$ cat config.mk
export PLATFORM = sky130hd
export DESIGN_NAME = gaps_ctrl
export DESIGN_NICKNAME = d
export VERILOG_FILES = /design/src/sv/gaps_pkg.sv /design/src/sv/gaps_ctrl.sv
export SDC_FILE = /design/constraint.sdc
export NUM_CORES = 1
export LEC_CHECK = 0
export BUFFER_PORTS_ARGS = -buffer_cell sky130_fd_sc_hd__buf_2
export CAP_MARGIN = 0
export CORE_ASPECT_RATIO = 0.6
export CORE_MARGIN = 3
export CORE_UTILIZATION = 30
export DETAILED_ROUTE_END_ITERATION = 16
export PLACE_DENSITY_LB_ADDON = 0.15
export SLEW_MARGIN = 10
export SYNTH_ARGS = -nofsm -noshare
export SYNTH_HDL_FRONTEND = slang
export SYNTH_SLANG_ARGS = --single-unit
$ cat constraint.sdc
create_clock -name clock -period 3.9 [get_ports clock]
set_input_delay 0.78 -clock clock [delete_from_list [all_inputs] [get_ports clock]]
set_output_delay 0.78 -clock clock [all_outputs]
set_load 0.02 [all_outputs]
$ cat src/sv/gaps_pkg.sv
package gaps_pkg;

   localparam int MAX_ROWS  = 32;
   localparam int MAX_COLS  = 32;
   localparam int CELLS     = MAX_ROWS * MAX_COLS;
   localparam int COORD_W   = 5;
   localparam int NODE_W    = 10;
   localparam int COST_W    = 11;
   localparam int LEN_W     = 11;
   localparam int DIM_W     = 6;
   localparam int H_W       = COORD_W + 1;
   // Every cell is closed at most once and pushes at most four entries.
   localparam int SEQ_W     = $clog2(4 * CELLS + 2);
   localparam int CSR_IDX_W = 2;

   localparam logic [COST_W-1:0] COST_MAX = '1;

   typedef enum logic [1:0] {
      REQ_LOAD   = 2'd0,
      REQ_SEARCH = 2'd1,
      REQ_READ   = 2'd2
   } req_code_type;

   typedef enum logic [CSR_IDX_W-1:0] {
      CSR_GRID_ROWS = 2'd0,
      CSR_GRID_COLS = 2'd1
   } csr_code_type;

   typedef enum logic [1:0] {
      DIR_UP    = 2'd0,
      DIR_DOWN  = 2'd1,
      DIR_LEFT  = 2'd2,
      DIR_RIGHT = 2'd3
   } dir_type;

   typedef struct packed {
      logic [COST_W-1:0] f;
      logic [COST_W-1:0] g;
      logic [NODE_W-1:0] node;
      logic [SEQ_W-1:0]  seq;
   } heap_entry_type;

   typedef struct packed {
      logic              closed;
      logic [COST_W-1:0] best;
   } cell_rec_type;

   typedef enum logic [4:0] {
      ST_INIT_MAP, ST_IDLE, ST_READ, ST_WAIT, ST_SEARCH, ST_CLEAR, ST_SEED,
      ST_POP_A, ST_POP_B, ST_POP_C, ST_SD_L, ST_SD_R, ST_SD_CMP,
      ST_EVAL, ST_EV_CHK, ST_NB_A, ST_NB_B, ST_PUSH, ST_SU_A, ST_SU_B,
      ST_NB_NEXT, ST_PATH, ST_PT_A, ST_PT_B
   } state_type;

   typedef enum logic [4:0] {
      CMD_NONE, CMD_MAP_CLEAR, CMD_ACCEPT, CMD_READ_DONE, CMD_SEARCH,
      CMD_REC_CLEAR, CMD_SEED, CMD_POP_READ, CMD_POP_TAKE, CMD_POP_LAST,
      CMD_SD_LEFT, CMD_SD_RIGHT, CMD_SD_CMP, CMD_EVAL, CMD_CLOSE,
      CMD_NB_READ, CMD_NB_RELAX, CMD_PUSH, CMD_SU_READ, CMD_SU_CMP,
      CMD_NB_NEXT, CMD_PATH_START, CMD_PT_READ, CMD_PT_STEP
   } cmd_type;

   typedef struct packed {
      logic [1:0] req_kind;
      logic       sweep_last;
      logic       search_oob;
      logic       search_trivial;
      logic       heap_empty;
      logic       pop_last;
      logic       sd_leaf;
      logic       sd_stop;
      logic       cur_is_goal;
      logic       cur_closed;
      logic       nb_out;
      logic       nb_skip;
      logic       heap_full;
      logic       su_root;
      logic       su_stop;
      logic       dir_last;
      logic       path_over;
      logic       path_end;
   } status_type;

   function automatic logic heap_less(input heap_entry_type a, input heap_entry_type b);
      return (a.f < b.f) || ((a.f == b.f) && (a.seq < b.seq));
   endfunction

   function automatic logic [H_W-1:0] manhattan(input logic [COORD_W-1:0] r,
                                                input logic [COORD_W-1:0] c,
                                                input logic [COORD_W-1:0] gr,
                                                input logic [COORD_W-1:0] gc);
      logic [COORD_W-1:0] dr;
      logic [COORD_W-1:0] dc;
      dr = (r > gr) ? r - gr : gr - r;
      dc = (c > gc) ? c - gc : gc - c;
      return H_W'(dr) + H_W'(dc);
   endfunction

endpackage

$ cat src/sv/gaps_ctrl.sv
module gaps_ctrl (
   input  logic                 clock,
   input  logic                 reset,
   input  logic                 req_valid,
   input  logic                 rsp_ready,
   input  gaps_pkg::status_type status,
   output logic                 req_ready,
   output logic                 rsp_valid,
   output gaps_pkg::cmd_type    cmd
);
   import gaps_pkg::*;

   state_type state_ff;
   state_type state_in;

   always_ff @(posedge clock) begin
      if (reset) begin
         state_ff <= ST_INIT_MAP;
      end else begin
         state_ff <= state_in;
      end
   end

   always_comb begin
      state_in  = state_ff;
      cmd       = CMD_NONE;
      req_ready = 1'b0;
      rsp_valid = 1'b0;
      case (state_ff)
         ST_INIT_MAP: begin
            cmd = CMD_MAP_CLEAR;
            if (status.sweep_last) state_in = ST_IDLE;
         end
         ST_IDLE: begin
            req_ready = 1'b1;
            if (req_valid) begin
               cmd = CMD_ACCEPT;
               case (status.req_kind)
                  REQ_SEARCH: state_in = ST_SEARCH;
                  REQ_READ:   state_in = ST_READ;
                  default:    state_in = ST_WAIT;
               endcase
            end
         end
         ST_READ: begin
            cmd      = CMD_READ_DONE;
            state_in = ST_WAIT;
         end
         ST_WAIT: begin
            rsp_valid = 1'b1;
            if (rsp_ready) state_in = ST_IDLE;
         end
         ST_SEARCH: begin
            cmd = CMD_SEARCH;
            if (status.search_oob || status.search_trivial) state_in = ST_WAIT;
            else state_in = ST_CLEAR;
         end
         ST_CLEAR: begin
            cmd = CMD_REC_CLEAR;
            if (status.sweep_last) state_in = ST_SEED;
         end
         ST_SEED: begin
            cmd      = CMD_SEED;
            state_in = ST_POP_A;
         end
         ST_POP_A: begin
            if (status.heap_empty) begin
               state_in = ST_WAIT;
            end else begin
               cmd      = CMD_POP_READ;
               state_in = ST_POP_B;
            end
         end
         ST_POP_B: begin
            cmd      = CMD_POP_TAKE;
            state_in = status.pop_last ? ST_EVAL : ST_POP_C;
         end
         ST_POP_C: begin
            cmd      = CMD_POP_LAST;
            state_in = ST_SD_L;
         end
         ST_SD_L: begin
            cmd      = CMD_SD_LEFT;
            state_in = status.sd_leaf ? ST_EVAL : ST_SD_R;
         end
         ST_SD_R: begin
            cmd      = CMD_SD_RIGHT;
            state_in = ST_SD_CMP;
         end
         ST_SD_CMP: begin
            cmd      = CMD_SD_CMP;
            state_in = status.sd_stop ? ST_EVAL : ST_SD_L;
         end
         ST_EVAL: begin
            cmd      = CMD_EVAL;
            state_in = status.cur_is_goal ? ST_PATH : ST_EV_CHK;
         end
         ST_EV_CHK: begin
            cmd      = CMD_CLOSE;
            state_in = status.cur_closed ? ST_POP_A : ST_NB_A;
         end
         ST_NB_A: begin
            cmd      = CMD_NB_READ;
            state_in = status.nb_out ? ST_NB_NEXT : ST_NB_B;
         end
         ST_NB_B: begin
            cmd      = CMD_NB_RELAX;
            state_in = status.nb_skip ? ST_NB_NEXT : ST_PUSH;
         end
         ST_PUSH: begin
            cmd      = CMD_PUSH;
            state_in = status.heap_full ? ST_WAIT : ST_SU_A;
         end
         ST_SU_A: begin
            cmd      = CMD_SU_READ;
            state_in = status.su_root ? ST_NB_NEXT : ST_SU_B;
         end
         ST_SU_B: begin
            cmd      = CMD_SU_CMP;
            state_in = status.su_stop ? ST_NB_NEXT : ST_SU_A;
         end
         ST_NB_NEXT: begin
            cmd      = CMD_NB_NEXT;
            state_in = status.dir_last ? ST_POP_A : ST_NB_A;
         end
         ST_PATH: begin
            cmd      = CMD_PATH_START;
            state_in = ST_PT_A;
         end
         ST_PT_A: begin
            if (status.path_over) begin
               state_in = ST_WAIT;
            end else begin
               cmd      = CMD_PT_READ;
               state_in = ST_PT_B;
            end
         end
         ST_PT_B: begin
            cmd      = CMD_PT_STEP;
            state_in = status.path_end ? ST_WAIT : ST_PT_A;
         end
         default: begin
            state_in = ST_IDLE;
         end
      endcase
   end

endmodule

==> flow_metrics.tcl <==
set metrics [dict create \
    crit_path_cell_trace "nand2b_1, nor3b_1, o31ai_1, a31oi_1, buf_2" \
    start_util_pct 33.5 \
    grt_pass1_vias 1100 \
    cp_slowest_cell "dfxtp_1" \
    path_clk_slew_ns 0.03 \
    overflow 0 \
    end_kind "output port" \
    final_cell_mix "buf_2, nor2_1, nand2_1" \
    fp.dieH_um 51.3 \
    setup_viol 0 \
    cp.required_ns 3.12 \
    peakVddDrop_v 0.000103 \
    max-slew-margin-rel_pct 32.7 \
    area_growth_pct 17.7 \
    wl_per_cell_um 15.3 \
    drt_pass1_iterations 4 \
    coreArea_sq_mm 0.00306 \
    seq_area_frac_synth_pct 9.77 \
    nets 199 \
    cts_buffer_depth 2 \
    cts_resized 0 \
    grt.total_usage_pct 16.8 \
    cts_made_buffers 3 \
    regMostFlops "state_ff" \
    via_count 1199 \
    grt_max_degree 30 \
    synth_enable_flop_cells 0 \
    largestRegisters "state_ff x5" \
    cts_tree "built" \
    globalplace.congestion 0.818 \
    fin_crit_sh_pct 73.7 \
    slew_viol_final 0 \
    row_count 15 \
    fin_setup_tns_ns 0 \
    drcViolationCount 0 \
    synth_seq_cells 5 \
    arrival_ns 2.10 \
    yosys_most_used_dff "dfxtp_1" \
    synth.avg_cell_area_sq_um 6.92 \
    maxCapViolCount 0 \
    worst_pin_slew_ns 1.01 \
    cp-start-kind "register" \
    worstPathMaxFanout 27 \
    antenna_found_initial 0 \
    fmax_mhz 348 \
    cts.sinks 5 \
    die-area_sq_mm 0.00418 \
    async_reset_ff_share_pct 0 \
    drtIter0Drc 164 \
    hold_ws_ns 0.756 \
    yosys_warnings 0 \
    hold_viol 0 \
    final_area_sq_mm 0.00121 \
    largest_register_ffs 5 \
    hold_buffers 0 \
    ys_types 48 \
    avgViaCountPerCell 5.60 \
    syn_inst 148 \
    min_period_ns 2.88 \
    syn_nets 174 \
    netlist_area_sq_mm 0.00102 \
    grt_pass1_wl_mm 5.41 \
    finalClockSkew_ns 0.000686 \
    io_pins 30 \
    cts-root-buf "clkbuf_8" \
    n_antenna_cell 0 \
    criticalPathCategory "register to output port" \
    h-tree-depth 1 \
    rsz0062_at_grt "no" \
    holdCritPathClass "register to register" \
    max_stage_delay_ns 0.87 \
    final_common_cell "buf_2" \
    detailed_place_hpwl_mm 2.52 \
    status "finished clean" \
    drive_gt1_share_pct 22.7 \
    leakage_nw 0.431 \
    p_per_area_mw_per_mm2 205 \
    post_cts_buffers 0 \
    totalWireLength_mm 3.27 \
    ant_nets 0 \
    clk-insertion-delay-late_ns 0.22 \
    final_core_util_pct 39.4 \
    io_buffers 29 \
    die_width_um 81.5 \
    place_area_sq_mm 0.00116 \
]
==> metrics by stage <==
stage	instances	power [mW]	worst slack, ns
2_1_floorplan	148	0.125	1.50
3_3_place_gp	210	0.155	1.31
3_5_place_dp	210	0.153	1.30
4_1_cts	214	0.250	1.07
5_1_grt	214	0.267	0.831
6_report	214	0.248	1.02
==> synth_stat cells (4+ instances only) <==
master,instances,area share [%]
a21oi_1,9,4.4
a31oi_1,6,3.7
buf_2,7,3.4
buf_6,4,4.4
dfxtp_1,5,9.8
inv_1,5,1.8
nand2_1,12,4.4
nand2b_1,7,4.3
nand3_1,6,2.9
nor2_1,15,5.5
nor2b_1,5,3.1
o21ai_0,6,2.9
==> cell type report <==
cell class / count / area (sq um)
Clock buffer: 4 / 45.0
Fill cell: 338 / 1850
Inverter: 5 / 18.8
Multi-Input combinational cell: 126 / 822
Sequential cell: 5 / 100
Tap cell: 42 / 52.6
Timing Repair Buffer: 32 / 168
==> per-layer routing <==
metal	vias up	GRT usage [%]	routed length, um
met1	540	25.9	1660
met3	0	4.75	289
li1	609	-	-
met5	-	0	0
met2	50	22.8	1320
met4	0	1.97	0
==> where the power goes <==
part	total [mW]	internal [mW]	switching, mW	leakage (nW)
clock network	0.0940	0.0700	0.0240	0.0228
logic	0.0930	0.0387	0.0543	0.367
registers	0.0608	0.0534	0.00735	0.0406
total	0.248	0.162	0.0856	0.431
==> final timing paths <==
path	start	to	slack, ns	depth (start not counted)
setup / recovery	state_ff[3]	cmd[1]	1.02	5
hold / removal	state_ff[0]	state_ff[0]	0.76	3
setup reg to reg	state_ff[2]	state_ff[2]	1.65	5
hold reg to reg	state_ff[0]	state_ff[0]	0.76	3
==> cell families (layout without fill, tap and decap cells) <==
logic type | after synthesis | in the layout | synth area share, %
mux | 3 | 3 | 3.05
compound gates | 51 | 51 | 36.3
simple gates | 67 | 67 | 35.5
flops | 5 | 5 | 9.77
fa+ha+maj | 3 | 3 | 3.66
xor+xnor | 2 | 2 | 1.71
buf+inv | 17 | 41 | 10.0
==> critical path, delay by kind of cell (launching register included) <==
family / cells / cell delay (ns)
AO/OA/AOI/OAI: 2 / 0.39
AND/OR/NAND/NOR: 2 / 0.43
flip-flops: 1 / 0.87
buffers and inverters: 1 / 0.18
Power figures use the tool's default switching activity.
